File: src/design/assert_macros.svh
// assertion macros included by the controller rtl file
`ifndef ASSERT_MACROS_SVH
`define ASSERT_MACROS_SVH

`ifndef SYNTHESIS

// property that must hold at every rising edge outside reset
`define ASSERT_CHECK(lbl, clk_s, rstn_s, prop) \
    lbl: assert property (@(posedge clk_s) disable iff (!rstn_s) prop) \
        else $error("assertion failed");

// expression that must never be true outside reset
`define ASSERT_NEVER(lbl, clk_s, rstn_s, expr) \
    lbl: assert property (@(posedge clk_s) disable iff (!rstn_s) !(expr)) \
        else $error("forbidden condition seen");

`else

`define ASSERT_CHECK(lbl, clk_s, rstn_s, prop)
`define ASSERT_NEVER(lbl, clk_s, rstn_s, expr)

`endif

`endif

File: src/design/ggmmc_pkg.sv
// constants and codes for the goto-goal motion mode controller
package ggmmc_pkg;

    localparam int unsigned ANGLE_FRAC_BITS = 12;
    localparam int unsigned GAIN_FRAC_BITS  = 12;

    // field widths
    localparam int unsigned DIST_W   = 24;
    localparam int unsigned ANGLE_W  = 16;
    localparam int unsigned SPEED_W  = 16;
    localparam int unsigned THR_W    = 15;
    localparam int unsigned SLOW_D_W = 23;
    localparam int unsigned GAIN_W   = 16;
    localparam int unsigned MODE_W   = 2;
    localparam int unsigned EVENT_W  = 2;
    localparam int unsigned CFG_AW   = 3;
    localparam int unsigned CFG_DW   = 23;
    localparam int unsigned IN_DW    = 40;
    localparam int unsigned OUT_DW   = 40;

    // modes
    localparam logic [MODE_W-1:0] MODE_IDLE    = 2'd0;
    localparam logic [MODE_W-1:0] MODE_ROTATE  = 2'd1;
    localparam logic [MODE_W-1:0] MODE_FORWARD = 2'd2;
    localparam logic [MODE_W-1:0] MODE_DECEL   = 2'd3;

    // latched events
    localparam logic [EVENT_W-1:0] EV_STOP     = 2'd0;
    localparam logic [EVENT_W-1:0] EV_START    = 2'd1;
    localparam logic [EVENT_W-1:0] EV_ROTATION = 2'd2;
    localparam logic [EVENT_W-1:0] EV_DECEL    = 2'd3;

    // register indexes
    localparam logic [CFG_AW-1:0] REG_ROTATE_THRESHOLD = 3'd0;
    localparam logic [CFG_AW-1:0] REG_ANGLE_HYSTERESIS = 3'd1;
    localparam logic [CFG_AW-1:0] REG_ROTATE_SPEED     = 3'd2;
    localparam logic [CFG_AW-1:0] REG_CRUISE_SPEED     = 3'd3;
    localparam logic [CFG_AW-1:0] REG_SLOW_DISTANCE    = 3'd4;
    localparam logic [CFG_AW-1:0] REG_SLOW_SPEED       = 3'd5;
    localparam logic [CFG_AW-1:0] REG_CRUISE_GAIN      = 3'd6;
    localparam logic [CFG_AW-1:0] REG_SLOW_GAIN        = 3'd7;

    // angle resets: value in billionths scaled by 2^frac, rounded, capped to 15 bits
    localparam longint unsigned NANO_ONE  = 64'd1000000000;
    localparam longint unsigned NANO_HALF = 64'd500000000;
    localparam longint unsigned THR_MAX   = 64'd32767;
    localparam longint unsigned THR_RAW   =
        ((64'd26179939 << ANGLE_FRAC_BITS) + NANO_HALF) / NANO_ONE;
    localparam longint unsigned HYST_RAW  =
        ((64'd34906585 << ANGLE_FRAC_BITS) + NANO_HALF) / NANO_ONE;
    localparam longint unsigned RSPD_RAW  =
        ((64'd500000000 << ANGLE_FRAC_BITS) + NANO_HALF) / NANO_ONE;

    localparam logic [THR_W-1:0] ROTATE_THRESHOLD_RST =
        (THR_RAW > THR_MAX) ? THR_W'(THR_MAX) : THR_W'(THR_RAW);
    localparam logic [THR_W-1:0] ANGLE_HYSTERESIS_RST =
        (HYST_RAW > THR_MAX) ? THR_W'(THR_MAX) : THR_W'(HYST_RAW);
    localparam logic [THR_W-1:0] ROTATE_SPEED_RST =
        (RSPD_RAW > THR_MAX) ? THR_W'(THR_MAX) : THR_W'(RSPD_RAW);

    localparam logic [SPEED_W-1:0]  CRUISE_SPEED_RST  = 16'd900;
    localparam logic [SLOW_D_W-1:0] SLOW_DISTANCE_RST = 23'd1000;
    localparam logic [SPEED_W-1:0]  SLOW_SPEED_RST    = 16'd500;
    localparam logic [GAIN_W-1:0]   CRUISE_GAIN_RST   = 16'd6758;
    localparam logic [GAIN_W-1:0]   SLOW_GAIN_RST     = 16'd3379;

endpackage

File: src/design/goto_goal_motion_mode_controller.sv
// goto-goal motion mode controller: mode machine, event latch and held twist
//
// Usage:
//   s_* channel carries one control tick per transfer: distance error and
//   angle error. m_* channel returns one twist command per tick: angular
//   velocity, linear velocity and the mode after that tick.
//   cfg_we/cfg_addr/cfg_wdata write the eight tuning registers; write them
//   only while no tick is in flight.
// Timing:
//   a tick is captured in an input register, then the mode, latch and twist
//   registers update from it when no result is held or the held one is being
//   taken, and the result is offered on m_*; m_tvalid comes from a register.
//   One tick per cycle is sustained while m_tready stays high; the single gain
//   multiply sits between the input register and the held twist registers.
// Reset:
//   mode idle, event latch stop, twist zero, registers at their defaults.
// Stall:
//   while m_tready is low the result holds; one more tick is taken into the
//   input register, after which s_tready drops until the result is taken.
module goto_goal_motion_mode_controller
(
    input  logic                           clk,
    input  logic                           rst_n,
    input  logic                           s_tvalid,
    output logic                           s_tready,
    // [23:0] goal_dist, [39:24] goal_heading
    input  logic [ggmmc_pkg::IN_DW-1:0]    s_tdata,
    output logic                           m_tvalid,
    input  logic                           m_tready,
    // [15:0] angular_velocity, [31:16] linear_velocity, [33:32] mode, rest zero
    output logic [ggmmc_pkg::OUT_DW-1:0]   m_tdata,
    input  logic                           cfg_we,
    input  logic [ggmmc_pkg::CFG_AW-1:0]   cfg_addr,
    input  logic [ggmmc_pkg::CFG_DW-1:0]   cfg_wdata
);

`include "assert_macros.svh"

    // configuration registers
    logic [ggmmc_pkg::THR_W-1:0]    rotate_threshold_reg;
    logic [ggmmc_pkg::THR_W-1:0]    angle_hysteresis_reg;
    logic [ggmmc_pkg::THR_W-1:0]    rotate_speed_reg;
    logic [ggmmc_pkg::SPEED_W-1:0]  cruise_speed_reg;
    logic [ggmmc_pkg::SLOW_D_W-1:0] slow_distance_reg;
    logic [ggmmc_pkg::SPEED_W-1:0]  slow_speed_reg;
    logic [ggmmc_pkg::GAIN_W-1:0]   cruise_gain_reg;
    logic [ggmmc_pkg::GAIN_W-1:0]   slow_gain_reg;

    // input stage
    logic                                 in_valid_reg;
    logic signed [ggmmc_pkg::DIST_W-1:0]  dist_reg;
    logic signed [ggmmc_pkg::ANGLE_W-1:0] angle_reg;

    // controller state, also the result payload
    logic                                 out_valid_reg;
    logic [ggmmc_pkg::MODE_W-1:0]         mode_reg;
    logic [ggmmc_pkg::MODE_W-1:0]         mode_next;
    logic [ggmmc_pkg::EVENT_W-1:0]        event_reg;
    logic [ggmmc_pkg::EVENT_W-1:0]        event_next;
    logic [ggmmc_pkg::ANGLE_W-1:0]        held_angular_reg;
    logic [ggmmc_pkg::ANGLE_W-1:0]        held_angular_next;
    logic [ggmmc_pkg::SPEED_W-1:0]        held_linear_reg;
    logic [ggmmc_pkg::SPEED_W-1:0]        held_linear_next;

    logic advance;
    logic step;

    // datapath
    logic [ggmmc_pkg::ANGLE_W-1:0]   angle_mag;
    logic                            angle_neg;
    logic                            dist_zero;
    logic                            angle_zero;
    logic                            below_thr;
    logic                            above_hyst;
    logic                            below_slow;
    logic [ggmmc_pkg::ANGLE_W-1:0]   thr_plus_hyst;
    logic [ggmmc_pkg::GAIN_W-1:0]    gain_sel;
    logic [31:0]                     prod;
    logic [32:0]                     prod_rnd;
    logic [20:0]                     prod_scaled;
    logic [ggmmc_pkg::ANGLE_W-1:0]   gain_turn;
    logic [ggmmc_pkg::ANGLE_W-1:0]   rotate_turn;

    assign advance  = !out_valid_reg || m_tready;
    assign step     = in_valid_reg && advance;
    assign s_tready = !in_valid_reg || advance;
    assign m_tvalid = out_valid_reg;
    assign m_tdata  = {6'd0, mode_reg, held_linear_reg, held_angular_reg};

    always_ff @(posedge clk or negedge rst_n)
    begin
        if (!rst_n)
        begin
            rotate_threshold_reg <= ggmmc_pkg::ROTATE_THRESHOLD_RST;
            angle_hysteresis_reg <= ggmmc_pkg::ANGLE_HYSTERESIS_RST;
            rotate_speed_reg     <= ggmmc_pkg::ROTATE_SPEED_RST;
            cruise_speed_reg     <= ggmmc_pkg::CRUISE_SPEED_RST;
            slow_distance_reg    <= ggmmc_pkg::SLOW_DISTANCE_RST;
            slow_speed_reg       <= ggmmc_pkg::SLOW_SPEED_RST;
            cruise_gain_reg      <= ggmmc_pkg::CRUISE_GAIN_RST;
            slow_gain_reg        <= ggmmc_pkg::SLOW_GAIN_RST;
        end
        else if (cfg_we)
        begin
            unique case (cfg_addr)
                ggmmc_pkg::REG_ROTATE_THRESHOLD: rotate_threshold_reg <= cfg_wdata[14:0];
                ggmmc_pkg::REG_ANGLE_HYSTERESIS: angle_hysteresis_reg <= cfg_wdata[14:0];
                ggmmc_pkg::REG_ROTATE_SPEED:     rotate_speed_reg     <= cfg_wdata[14:0];
                ggmmc_pkg::REG_CRUISE_SPEED:     cruise_speed_reg     <= cfg_wdata[15:0];
                ggmmc_pkg::REG_SLOW_DISTANCE:    slow_distance_reg    <= cfg_wdata[22:0];
                ggmmc_pkg::REG_SLOW_SPEED:       slow_speed_reg       <= cfg_wdata[15:0];
                ggmmc_pkg::REG_CRUISE_GAIN:      cruise_gain_reg      <= cfg_wdata[15:0];
                ggmmc_pkg::REG_SLOW_GAIN:        slow_gain_reg        <= cfg_wdata[15:0];
                default: ;
            endcase
        end
    end

    always_ff @(posedge clk or negedge rst_n)
    begin
        if (!rst_n)
        begin
            in_valid_reg <= 1'b0;
        end
        else if (s_tready)
        begin
            in_valid_reg <= s_tvalid;
        end
    end

    always_ff @(posedge clk)
    begin
        if (s_tvalid && s_tready)
        begin
            dist_reg  <= s_tdata[23:0];
            angle_reg <= s_tdata[39:24];
        end
    end

    // tick evaluation
    always_comb
    begin
        angle_neg     = angle_reg[ggmmc_pkg::ANGLE_W-1];
        angle_mag     = angle_neg ? 16'(-angle_reg) : 16'(angle_reg);
        dist_zero     = (dist_reg == '0);
        angle_zero    = (angle_reg == '0);
        below_thr     = (angle_mag < {1'b0, rotate_threshold_reg});
        thr_plus_hyst = {1'b0, rotate_threshold_reg} + {1'b0, angle_hysteresis_reg};
        above_hyst    = (angle_mag > thr_plus_hyst);
        below_slow    = (dist_reg < $signed({1'b0, slow_distance_reg}));

        gain_sel    = (mode_reg == ggmmc_pkg::MODE_FORWARD) ? cruise_gain_reg : slow_gain_reg;
        prod        = 32'(angle_mag) * 32'(gain_sel);
        // round half away from zero on the magnitude
        prod_rnd    = {1'b0, prod} + 33'(1 << (ggmmc_pkg::GAIN_FRAC_BITS - 1));
        prod_scaled = 21'(prod_rnd >> ggmmc_pkg::GAIN_FRAC_BITS);
        if (angle_neg)
        begin
            gain_turn = (prod_scaled > 21'd32768) ? 16'h8000 : 16'(21'd0 - prod_scaled);
        end
        else
        begin
            gain_turn = (prod_scaled > 21'd32767) ? 16'h7fff : prod_scaled[15:0];
        end
        rotate_turn = angle_neg ? 16'(-$signed({1'b0, rotate_speed_reg}))
                                : {1'b0, rotate_speed_reg};

        mode_next         = mode_reg;
        event_next        = event_reg;
        held_angular_next = held_angular_reg;
        held_linear_next  = held_linear_reg;

        unique case (mode_reg)
            ggmmc_pkg::MODE_IDLE:
            begin
                if (!dist_zero)
                begin
                    event_next = below_thr ? ggmmc_pkg::EV_START : ggmmc_pkg::EV_ROTATION;
                end
                if (event_next == ggmmc_pkg::EV_START)
                begin
                    mode_next = ggmmc_pkg::MODE_FORWARD;
                end
                else if (event_next == ggmmc_pkg::EV_ROTATION)
                begin
                    mode_next = ggmmc_pkg::MODE_ROTATE;
                end
                else
                begin
                    held_angular_next = '0;
                    held_linear_next  = '0;
                end
            end
            ggmmc_pkg::MODE_ROTATE:
            begin
                if (below_thr)
                begin
                    event_next = ggmmc_pkg::EV_START;
                end
                if (angle_zero && dist_zero)
                begin
                    event_next = ggmmc_pkg::EV_STOP;
                end
                if (event_next == ggmmc_pkg::EV_START || event_next == ggmmc_pkg::EV_STOP)
                begin
                    mode_next = (event_next == ggmmc_pkg::EV_START) ?
                                ggmmc_pkg::MODE_FORWARD : ggmmc_pkg::MODE_IDLE;
                    held_angular_next = '0;
                    held_linear_next  = '0;
                end
                else
                begin
                    held_angular_next = rotate_turn;
                    held_linear_next  = '0;
                end
            end
            ggmmc_pkg::MODE_FORWARD:
            begin
                // signed compare: a negative distance also slows down
                if (below_slow)
                begin
                    event_next = ggmmc_pkg::EV_DECEL;
                end
                if (above_hyst)
                begin
                    event_next = ggmmc_pkg::EV_ROTATION;
                end
                if (dist_zero && angle_zero)
                begin
                    event_next = ggmmc_pkg::EV_STOP;
                end
                if (event_next == ggmmc_pkg::EV_DECEL)
                begin
                    mode_next = ggmmc_pkg::MODE_DECEL;
                end
                else if (event_next == ggmmc_pkg::EV_ROTATION ||
                         event_next == ggmmc_pkg::EV_STOP)
                begin
                    mode_next = (event_next == ggmmc_pkg::EV_ROTATION) ?
                                ggmmc_pkg::MODE_ROTATE : ggmmc_pkg::MODE_IDLE;
                    held_angular_next = '0;
                    held_linear_next  = '0;
                end
                else
                begin
                    held_angular_next = gain_turn;
                    held_linear_next  = cruise_speed_reg;
                end
            end
            default:
            begin
                if (dist_zero)
                begin
                    event_next = ggmmc_pkg::EV_STOP;
                end
                if (event_next == ggmmc_pkg::EV_STOP)
                begin
                    mode_next         = ggmmc_pkg::MODE_IDLE;
                    held_angular_next = '0;
                    held_linear_next  = '0;
                end
                else
                begin
                    held_angular_next = gain_turn;
                    held_linear_next  = slow_speed_reg;
                end
            end
        endcase
    end

    always_ff @(posedge clk or negedge rst_n)
    begin
        if (!rst_n)
        begin
            out_valid_reg    <= 1'b0;
            mode_reg         <= ggmmc_pkg::MODE_IDLE;
            event_reg        <= ggmmc_pkg::EV_STOP;
            held_angular_reg <= '0;
            held_linear_reg  <= '0;
        end
        else
        begin
            if (advance)
            begin
                out_valid_reg <= in_valid_reg;
            end
            if (step)
            begin
                mode_reg         <= mode_next;
                event_reg        <= event_next;
                held_angular_reg <= held_angular_next;
                held_linear_reg  <= held_linear_next;
            end
        end
    end

    `ASSERT_CHECK(a_idle_no_twist, clk, rst_n,
        (mode_reg == ggmmc_pkg::MODE_IDLE) |-> (held_angular_reg == '0 && held_linear_reg == '0))
    `ASSERT_NEVER(a_rotate_no_linear, clk, rst_n,
        mode_reg == ggmmc_pkg::MODE_ROTATE && held_linear_reg != '0)
    `ASSERT_CHECK(a_idle_not_to_decel, clk, rst_n,
        (mode_reg == ggmmc_pkg::MODE_IDLE) |=> (mode_reg != ggmmc_pkg::MODE_DECEL))
    `ASSERT_CHECK(a_state_holds_without_step, clk, rst_n,
        !step |=> ($stable(mode_reg) && $stable(event_reg) && $stable(held_angular_reg)))
    `ASSERT_CHECK(a_result_leaves_on_transfer, clk, rst_n,
        $fell(out_valid_reg) |-> $past(m_tready))

endmodule
File: config.mk
export PLATFORM = sky130hd
export DESIGN_NAME = goto_goal_motion_mode_controller
export DESIGN_NICKNAME = d
export VERILOG_FILES = /design/src/design/ggmmc_pkg.sv /design/src/design/goto_goal_motion_mode_controller.sv
export VERILOG_INCLUDE_DIRS = /design/src /design/src/design
export SDC_FILE = /design/constraint.sdc
export NUM_CORES = 1
export LEC_CHECK = 0
export BUFFER_PORTS_ARGS = -buffer_cell sky130_fd_sc_hd__buf_2
export CAP_MARGIN = 25
export CORE_ASPECT_RATIO = 1.2
export CORE_MARGIN = 3
export CORE_UTILIZATION = 50
export CTS_BUF_LIST = sky130_fd_sc_hd__clkbuf_4 sky130_fd_sc_hd__clkbuf_8 sky130_fd_sc_hd__clkbuf_16
export CTS_CLUSTER_SIZE = 40
export DETAILED_ROUTE_END_ITERATION = 10
export GPL_TIMING_DRIVEN = 0
export PLACE_DENSITY = 0.73
export SLEW_MARGIN = 0
export SYNTH_ARGS = -nofsm -noshare
export SYNTH_HDL_FRONTEND = slang
export SYNTH_SLANG_ARGS = --single-unit
File: constraint.sdc
create_clock -name clk -period 23.8 [get_ports clk]
set_input_delay 2.38 -clock clk [delete_from_list [all_inputs] [get_ports clk]]
set_output_delay 2.38 -clock clk [all_outputs]
set_load 0.05 [all_outputs]
[Yosys cells after proc, flatten, opt, wreduce, memory -nomap -nowiden]
Index checks and enable logic that the tools add are counted.
Cells by class
  $add $sub $neg: 5
  $mul: 1
  magnitude comparators: 5
  eq/ne operators: 20
  muxes and demuxes: 39
  reductions and logical operators: 28
Operator list (number)
  16-bit two-way mux: 15
  16-bit case mux with 3 select lines: 2
  2-bit two-way mux: 19
  32-bit by 12-bit adder with 33-bit output (second input constant): 1
  16-bit by 16-bit multiplier with 32-bit output: 1
  24-bit zero test: 1
  24-bit < comparator: 1
  21-bit by 15-bit > comparator with 1-bit output (second input constant): 1
  21-bit by 16-bit > comparator with 1-bit output (second input constant): 1
  15-bit by 15-bit adder with 16-bit output: 1
  16-bit > comparator: 1
  16-bit zero test: 1
  16-bit by 15-bit < comparator with 1-bit output: 1
  15-bit negation with 16-bit output: 1
  16-bit negation: 1
  2-bit AND reduction: 8
  1-bit by 16-bit subtractor with 16-bit output (first input constant): 1
  3-bit == test (second input constant): 4
  2-bit case mux with 3 select lines: 2
  2-bit == test (second input constant): 4
  2-bit zero test: 4
  2-bit inequality test (second input constant): 4
  2-bit by 1-bit == test with 1-bit output (second input constant): 3
  3-bit by 2-bit == test with 1-bit output (second input constant): 2
  other kinds (12): 18
Word-level totals
  bits in registers: 210

[Depth between registers and ports, before layout]
Gate-level depths: netlist of run 1.
  depth after elaboration: 11
  mapped depth: 34
  depth with buffers taken out: 32

[Least setup slack after synthesis of run 1]
Ideal clock, no wire load.
  path kind: reg-to-reg
  from: reg angle_reg[3] (netlist bit)
  to: reg held_angular_reg[3] (netlist bit)
  setup time: 0.138 ns
  data arrival time: 8.503 ns
  slack: 15.159 ns
  cell stages (with the launch flop): 31
  buffers on the path: 1
  cells stage by stage: edfxtp_1 > or4_1 > or2_2 > nor4_2 > nand2b_1 > nor3_1 > nor2_1 > xnor2_1 > clkinv_1 > nand2_1 > fa_1 > fa_1 > inv_1 > fa_1 > fa_1 > fa_1 > inv_1 > fa_1 > inv_1 > ha_1 > a21oi_1 > o21a_1 > o211ai_1 > a221o_1 > a21o_1 > a311o_1 > nand4bb_1 > buf_2 > o211a_1 > nor2_2 > a41oi_2
Between the ends
  word-level cells in the longest chain between the ends: 11
Ends and longest elaborated chain
  start: declaration: line goto_goal_motion_mode_controller.sv:52  | logic signed [ggmmc_pkg::ANGLE_W-1:0] angle_reg;
  start signal: assignment: line goto_goal_motion_mode_controller.sv:136  | angle_reg <= s_tdata[39:24];
  parallel branches: the longest is 11 deep, another holds 32-bit by 12-bit adder with 33-bit output
  end signal: assignment: line goto_goal_motion_mode_controller.sv:291  | held_angular_reg <= held_angular_next;
  end: declaration: line goto_goal_motion_mode_controller.sv:60  | logic [ggmmc_pkg::ANGLE_W-1:0] held_angular_reg;
Several ways; the timed one is not identified. The select of a mux whose other input is x is not followed.
A chain may end at the register's enable or synchronous reset.

[Worst setup path in the final report of run 1]
  from: reg angle_reg[0] (netlist bit)
  to: reg held_angular_reg[10] (netlist bit)
The elaborated chain is that of the path after synthesis.

==> impl_metrics.py, run 1 <==
metrics = {
    "drt": {
        "antenna_left": 0,
        "first_pass_iters": 6,
        "highest_layer": "met5",
        "drc": 0,
        "wl_mm": 58.04,
        "wl_per_cell_um": 20.39,
        "vias": 16610,
        "viasPerCell": 5.836,
        "wl_met3_mm": 3.687,
        "route.met2.wl_mm": 28.29,
        "drt_iter0_markers": 1207,
        "m1WireLength_mm": 22.49,
    },
    "floorplanning": {
        "start_util": 0.5115,
        "die_w_um": 191.0,
        "ios": 113,
        "die_area_um2": 43540,
        "num_rows": 80,
        "core_area_um2": 40140,
        "die_h_um": 228.0,
    },
    "yosys": {
        "ys.flop_type": "dfrtp_1",
        "ys_seq_elements": 210,
        "syn_inst": 2157,
        "async_flop_share": 0.8095,
        "ys_warn_count": 0,
        "syn_area_um2": 20530,
        "ys_seq_area_frac": 0.2682,
        "synth_cell_types": 94,
        "avgSynthCellArea_um2": 9.518,
        "synth-edff-count": 40,
    },
    "sta": {
        "fmax_ghz": 0.08631,
        "period_needed_ns": 11.59,
        "rsz0062_at_grt": "no",
        "relSlewSlack": 0.2548,
        "tightestPinTransition_ns": 1.087,
        "maxSlewViolCount": 0,
        "finalSetupViolations": 0,
        "finalCritPeriodShare": 0.4868,
        "setup_tns_ns": 0,
        "worst_clock_skew_ns": 0.01623,
        "hold_viol_final": 0,
        "setup_slack_ns": 12.21,
    },
    "place": {
        "place_ws_ns": 12.17,
        "portBuffers": 102,
        "place_area_um2": 21830,
        "gp_congestion": 0.9516,
        "hpwl_mm": 46.70,
    },
    "worst_setup_path": {
        "cp_max_fo": 10,
        "worstSetupStartpointType": "register",
        "critPathMaxStageDelay_ns": 0.88,
        "cp_data_required_time_ns": 24.18,
        "critPathKind": "reg -> reg",
        "timing.critical_path.buf_inv": 10,
        "endpoint_kind": "register",
        "critPathArrivalTime_ns": 11.97,
        "crit_top_cell": "fa_1",
        "cp_slowest_cell": "clkinv_1",
        "cpLargestDelayFamily": "adder cells",
    },
    "run": {
        "cap_violations": 0,
    },
    "cts": {
        "htreeDepth": 1,
        "clockBufferDepth": 3,
        "clk_pin_slew_ns": 0.07,
        "cts.sinks": 210,
        "cts_buffers": 20,
        "cts-resized-gates": 0,
        "insertion_delay_ns": 0.51,
        "clockRootBuffer": "clkbuf_16",
        "cts_tree": "built",
        "post_cts_buffers": 0,
        "cts_hold_buffers": 0,
    },
    "outcome": {
        "status": "finished clean",
    },
    "global_routing": {
        "grt_pass1_wl_mm": 92.31,
        "gr-total-overflow": 0,
        "antenna_found_initial": 5,
        "grt_use_total": 0.2693,
        "grt_pass1_vias": 17330,
        "grt_max_degree": 116,
    },
    "finish": {
        "final_nets": 2753,
        "largest_reg_flops": 24,
        "syn2layout_area_growth_pct": 9.708,
        "n_fill_cell": 3520,
        "diodes": 0,
        "drive_gt1_frac": 0.1530,
        "fin_area_um2": 22520,
        "utilization": 0.5612,
    },
    "min_path": {
        "worstHoldPathType": "reg -> reg",
    },
}
==> cells by family (layout without fill, tap and decap cells) <==
kind of cell / Yosys count / in the layout / synth area share
AO/OA/AOI/OAI: 352 / 352 / 0.1172
other: 1 / 6 / 0.0001827
adder cells (fa/ha/maj): 382 / 382 / 0.3045
multiplexers: 127 / 127 / 0.06941
buffers and inverters: 406 / 558 / 0.07666
AND/OR/NAND/NOR: 627 / 627 / 0.1413
XOR/XNOR: 52 / 52 / 0.02255
flip-flops: 210 / 210 / 0.2682
==> cells in the final DEF, fill, tap and decap left out, types with 17 or more instances in the layout <==
cell,instances
dfrtp_1,129
dfstp_2,41
xor2_1,23
a21o_1,23
fa_1,196
clkbuf_1,62
ha_1,186
inv_1,315
nor3_1,21
nand3_1,26
a31oi_1,17
nand2b_1,21
a221oi_1,22
nand2_1,193
xnor2_1,28
buf_4,18
o21ai_0,95
edfxtp_1,40
nor2_1,236
buf_2,107
o21a_1,18
nand4_1,21
a21oi_1,66
mux2_2,110
clkbuf_16,22
==> synthesized netlist by cell type, types with 15 or more instances <==
cell type / instances / share of area
a21o_1: 23 / 0.0084
a21oi_1: 66 / 0.016
a221oi_1: 22 / 0.0094
a31oi_1: 17 / 0.0052
and2_1: 17 / 0.0052
clkbuf_1: 62 / 0.011
dfrtp_1: 129 / 0.16
dfstp_2: 41 / 0.052
edfxtp_1: 40 / 0.059
fa_1: 196 / 0.19
ha_1: 186 / 0.11
inv_1: 315 / 0.058
mux2_2: 110 / 0.060
mux2i_1: 15 / 0.0073
nand2_1: 193 / 0.035
nand2b_1: 21 / 0.0064
nand3_1: 26 / 0.0063
nand4_1: 21 / 0.0064
nor2_1: 236 / 0.043
nor3_1: 21 / 0.0051
o211ai_1: 16 / 0.0059
o21a_1: 18 / 0.0066
o21ai_0: 95 / 0.023
or3_1: 15 / 0.0046
xnor2_1: 28 / 0.012
xor2_1: 23 / 0.0098
==> path summary, 6_finish.rpt <==
check | slack, ns | endpoint | depth (start not counted) | start
setup / recovery | 12.21 | held_angular_reg[10] | 34 | angle_reg[0]
min in group asynchronous | 1.80 | angle_hysteresis_reg[11] | 1 | rst_n
max in group asynchronous | 21.05 | held_angular_reg[9] | 2 | rst_n
hold / removal | 0.49 | held_angular_reg[10] | 2 | held_angular_reg[10]
hold reg to reg | 0.49 | held_angular_reg[10] | 2 | held_angular_reg[10]
setup reg to reg | 12.21 | held_angular_reg[10] | 34 | angle_reg[0]
==> routing by layer <==
| metal | vias to the layer above | global-route usage |
|---|---|---|
| li1 | 7499 | - |
| met1 | 8329 | 0.3345 |
| met2 | 624 | 0.4555 |
| met3 | 160 | 0.03501 |
| met4 | 2 | 0.1443 |
| met5 | - | 0 |
==> area by class of cell <==
| cell class | count | area, um2 | share of cell area |
|---|---|---|---|
| tap | 533 | 666.9 | 0.02961 |
| timing repair buffer | 116 | 638.1 | 0.02833 |
| sequential | 210 | 5507 | 0.2445 |
| multi-input combinational | 1546 | 13470 | 0.5980 |
| clock inverter | 9 | 80.08 | 0.003555 |
| clock buffer | 27 | 588.1 | 0.02611 |
| inverter | 327 | 1227 | 0.05449 |
| buffer | 79 | 346.6 | 0.01539 |
==> worst register-to-register path: cells and delay by family, from the launching register on <==
kind	cells	cell delay, ns
AND/OR/NAND/NOR	6	1.76
adder cells (fa/ha/maj)	9	4.21
buffers and inverters	10	2.84
flip-flops	1	0.43
XOR/XNOR	1	0.44
AO/OA/AOI/OAI	8	1.76
==> per-stage QoR <==
step	hold slack, ns	instances
finish	0.4939	2847
global route	0.5213	2847
CTS	0.4998	2843
detailed placement	0.4841	2807
global placement	0.4747	2797
floorplan	0.4572	2162
Power of run 1 is not shown: default switching activity piles up to over one toggle a cycle in this logic, so the estimate is an artifact.
==> inputs of run 2 (changes only) <==
Settings changed: ABC_AREA from default to 1.
Clock period 23.8 ns to 11.11 ns, I/O delays scaled along.
==> run 2 against run 1 <==
Compared with the run above:
- setup slack worse by 11 ns
- sequential share of layout area is 0.22 points lower
- wire length is 0.19% higher
- cell area is 0.89% higher
- critical path depth is 12 higher
- non-clock buffer count is 8 lower
- via count is 7.0% higher
- area after synthesis is 1.1% higher
- register-to-register slack worse by 11 ns
- critical path type unchanged
==> impl_metrics.py, run 2 <==
metrics = {
    "place": {
        "portBuffers": 106,
        "hpwl_mm": 46.59,
        "place_inst": 3285,
        "gp_congestion": 0.9733,
    },
    "worst_setup_path": {
        "critPathMaxStageDelay_ns": 0.68,
        "worstSetupStartpointType": "register",
        "cp_slowest_cell": "clkbuf_1",
        "endpoint_kind": "register",
        "cp_max_fo": 11,
        "critPathKind": "reg -> reg",
        "cp_data_required_time_ns": 11.54,
        "critPathArrivalTime_ns": 10.62,
    },
    "sta": {
        "tightestPinTransition_ns": 1.078,
        "fmax_ghz": 0.09807,
        "maxSlewViolCount": 0,
        "relSlewSlack": 0.2741,
        "setup_tns_ns": 0,
        "finalSetupViolations": 0,
        "whs_ns": 0.4799,
        "rsz0062_at_grt": "no",
        "worst_clock_skew_ns": 0.01159,
        "hold_viol_final": 0,
        "finalCritPeriodShare": 0.9178,
        "period_needed_ns": 10.20,
    },
    "drt": {
        "drc": 0,
        "first_pass_iters": 5,
        "drt_iter0_markers": 1457,
        "wl_mm": 58.15,
        "antenna_left": 0,
        "viasPerCell": 5.350,
        "vias": 17770,
        "wl_per_cell_um": 17.51,
    },
    "yosys": {
        "synth.area.top_cells": "fa_1 (19%), dfrtp_1 (16%), ha_1 (11%), nand2_1 (10%), inv_1 (8.7%)",
        "synth.largest_area_cell": "fa_1",
        "avgSynthCellArea_um2": 7.892,
        "ys_seq_elements": 210,
        "ys_warn_count": 0,
        "ys_seq_area_frac": 0.2653,
        "syn_area_um2": 20760,
        "syn_inst": 2630,
        "yosysTopAreaCellShare": 0.1890,
        "synth_cell_types": 55,
        "yosys-top-cells-count": "nand2_1 (574), inv_1 (479), nor2_1 (299)",
        "ys.flop_type": "dfrtp_1",
        "synth-edff-count": 40,
        "async_flop_share": 0.8095,
        "synth_most_common_cell": "nand2_1",
    },
    "floorplanning": {
        "ios": 113,
        "die_area_um2": 44000,
        "die_w_um": 192.0,
        "num_rows": 81,
        "core_area_um2": 40840,
        "die_h_um": 229.2,
        "start_util": 0.5082,
    },
    "finish": {
        "fin_cells": 3321,
        "syn2layout_area_growth_pct": 9.482,
        "diodes": 0,
        "final_common_cell": "nand2_1",
        "largest_reg_flops": 24,
        "drive_gt1_frac": 0.1014,
        "layout_common_cells": "nand2_1 (574), inv_1 (478), nor2_1 (299)",
        "utilization": 0.5564,
        "final_nets": 3221,
    },
    "cts": {
        "htreeDepth": 1,
        "clockRootBuffer": "clkbuf_16",
        "post_cts_buffers": 0,
        "cts_buffers": 20,
        "cts_hold_buffers": 0,
        "cts-resized-gates": 0,
        "clk_pin_slew_ns": 0.07,
        "cts.sinks": 210,
        "insertion_delay_ns": 0.51,
        "cts_tree": "built",
        "clockBufferDepth": 3,
    },
    "global_routing": {
        "grt_pass1_vias": 18250,
        "grt_use_total": 0.2698,
        "grt_pass1_wl_mm": 94.05,
        "grt_max_degree": 116,
        "antenna_found_initial": 0,
        "gr-total-overflow": 0,
    },
    "outcome": {
        "status": "finished clean",
    },
    "run": {
        "cap_violations": 0,
    },
    "min_path": {
        "worstHoldPathType": "reg -> reg",
    },
}
## run 2: layout make-up
class	count	area, um2
flip-flops and latches	210	5507
fillers	3792	18120
clock buffers	30	611.8
multi-input cells	1856	13060
plain buffers	76	355.3
clock inverters	6	47.55
inverters	493	1853
repair buffers	111	615.6
well taps	539	674.4
## run 2: worst paths after layout
kind                               startpoint                    to  slack (ns)  cells after the start
setup / recovery                 angle_reg[0]  held_angular_reg[14]        0.91                     46
hold / removal             held_linear_reg[3]    held_linear_reg[3]        0.48                      2
setup reg to reg                 angle_reg[0]  held_angular_reg[14]        0.91                     46
hold reg to reg            held_linear_reg[3]    held_linear_reg[3]        0.48                      2
max in group asynchronous               rst_n  slow_distance_reg[1]        9.66                      2
min in group asynchronous               rst_n   held_angular_reg[8]        0.52                      1
## run 2: metrics by stage
stage / cell area, um2 / setup WS, ns
finish: 22720 / 0.9137
global route: 22720 / 0.4688
CTS: 22720 / 1.025
detailed placement: 22060 / 1.052
global placement: 21980 / 0.8675
floorplan: 20770 / 3.175
## run 2: cell families (layout without fill, tap and decap cells)
logic type	count (synthesis)	after routing	share of synthesized area
AO/OA/AOI/OAI	339	339	0.08590
XOR/XNOR	36	36	0.01591
adder cells (fa/ha/maj)	382	382	0.3012
buffers and inverters	569	716	0.1064
flip-flops	210	210	0.2653
other	1	6	0.0001807
AND/OR/NAND/NOR	1093	1093	0.2251
## run 2: routing by layer
metal | global-route usage | part of all wire | up-vias
met5 | 0 | 0 | -
met4 | 0.1330 | 0.060 | 0
met3 | 0.02694 | 0.060 | 184
met2 | 0.4625 | 0.49 | 673
met1 | 0.3394 | 0.39 | 8465
li1 | - | - | 8447
## run 2: worst max-delay path, delay by kind of cell (launching register included)
| family | cells | cell delay [ns] |
|---|---|---|
| AOI/OAI and AO/OA | 3 | 0.70 |
| buffers and inverters | 12 | 2.23 |
| and+or+nand+nor | 22 | 2.93 |
| DFF | 1 | 0.36 |
| adders and majority gates | 9 | 3.83 |
Power of run 2 is left out for the same reason.
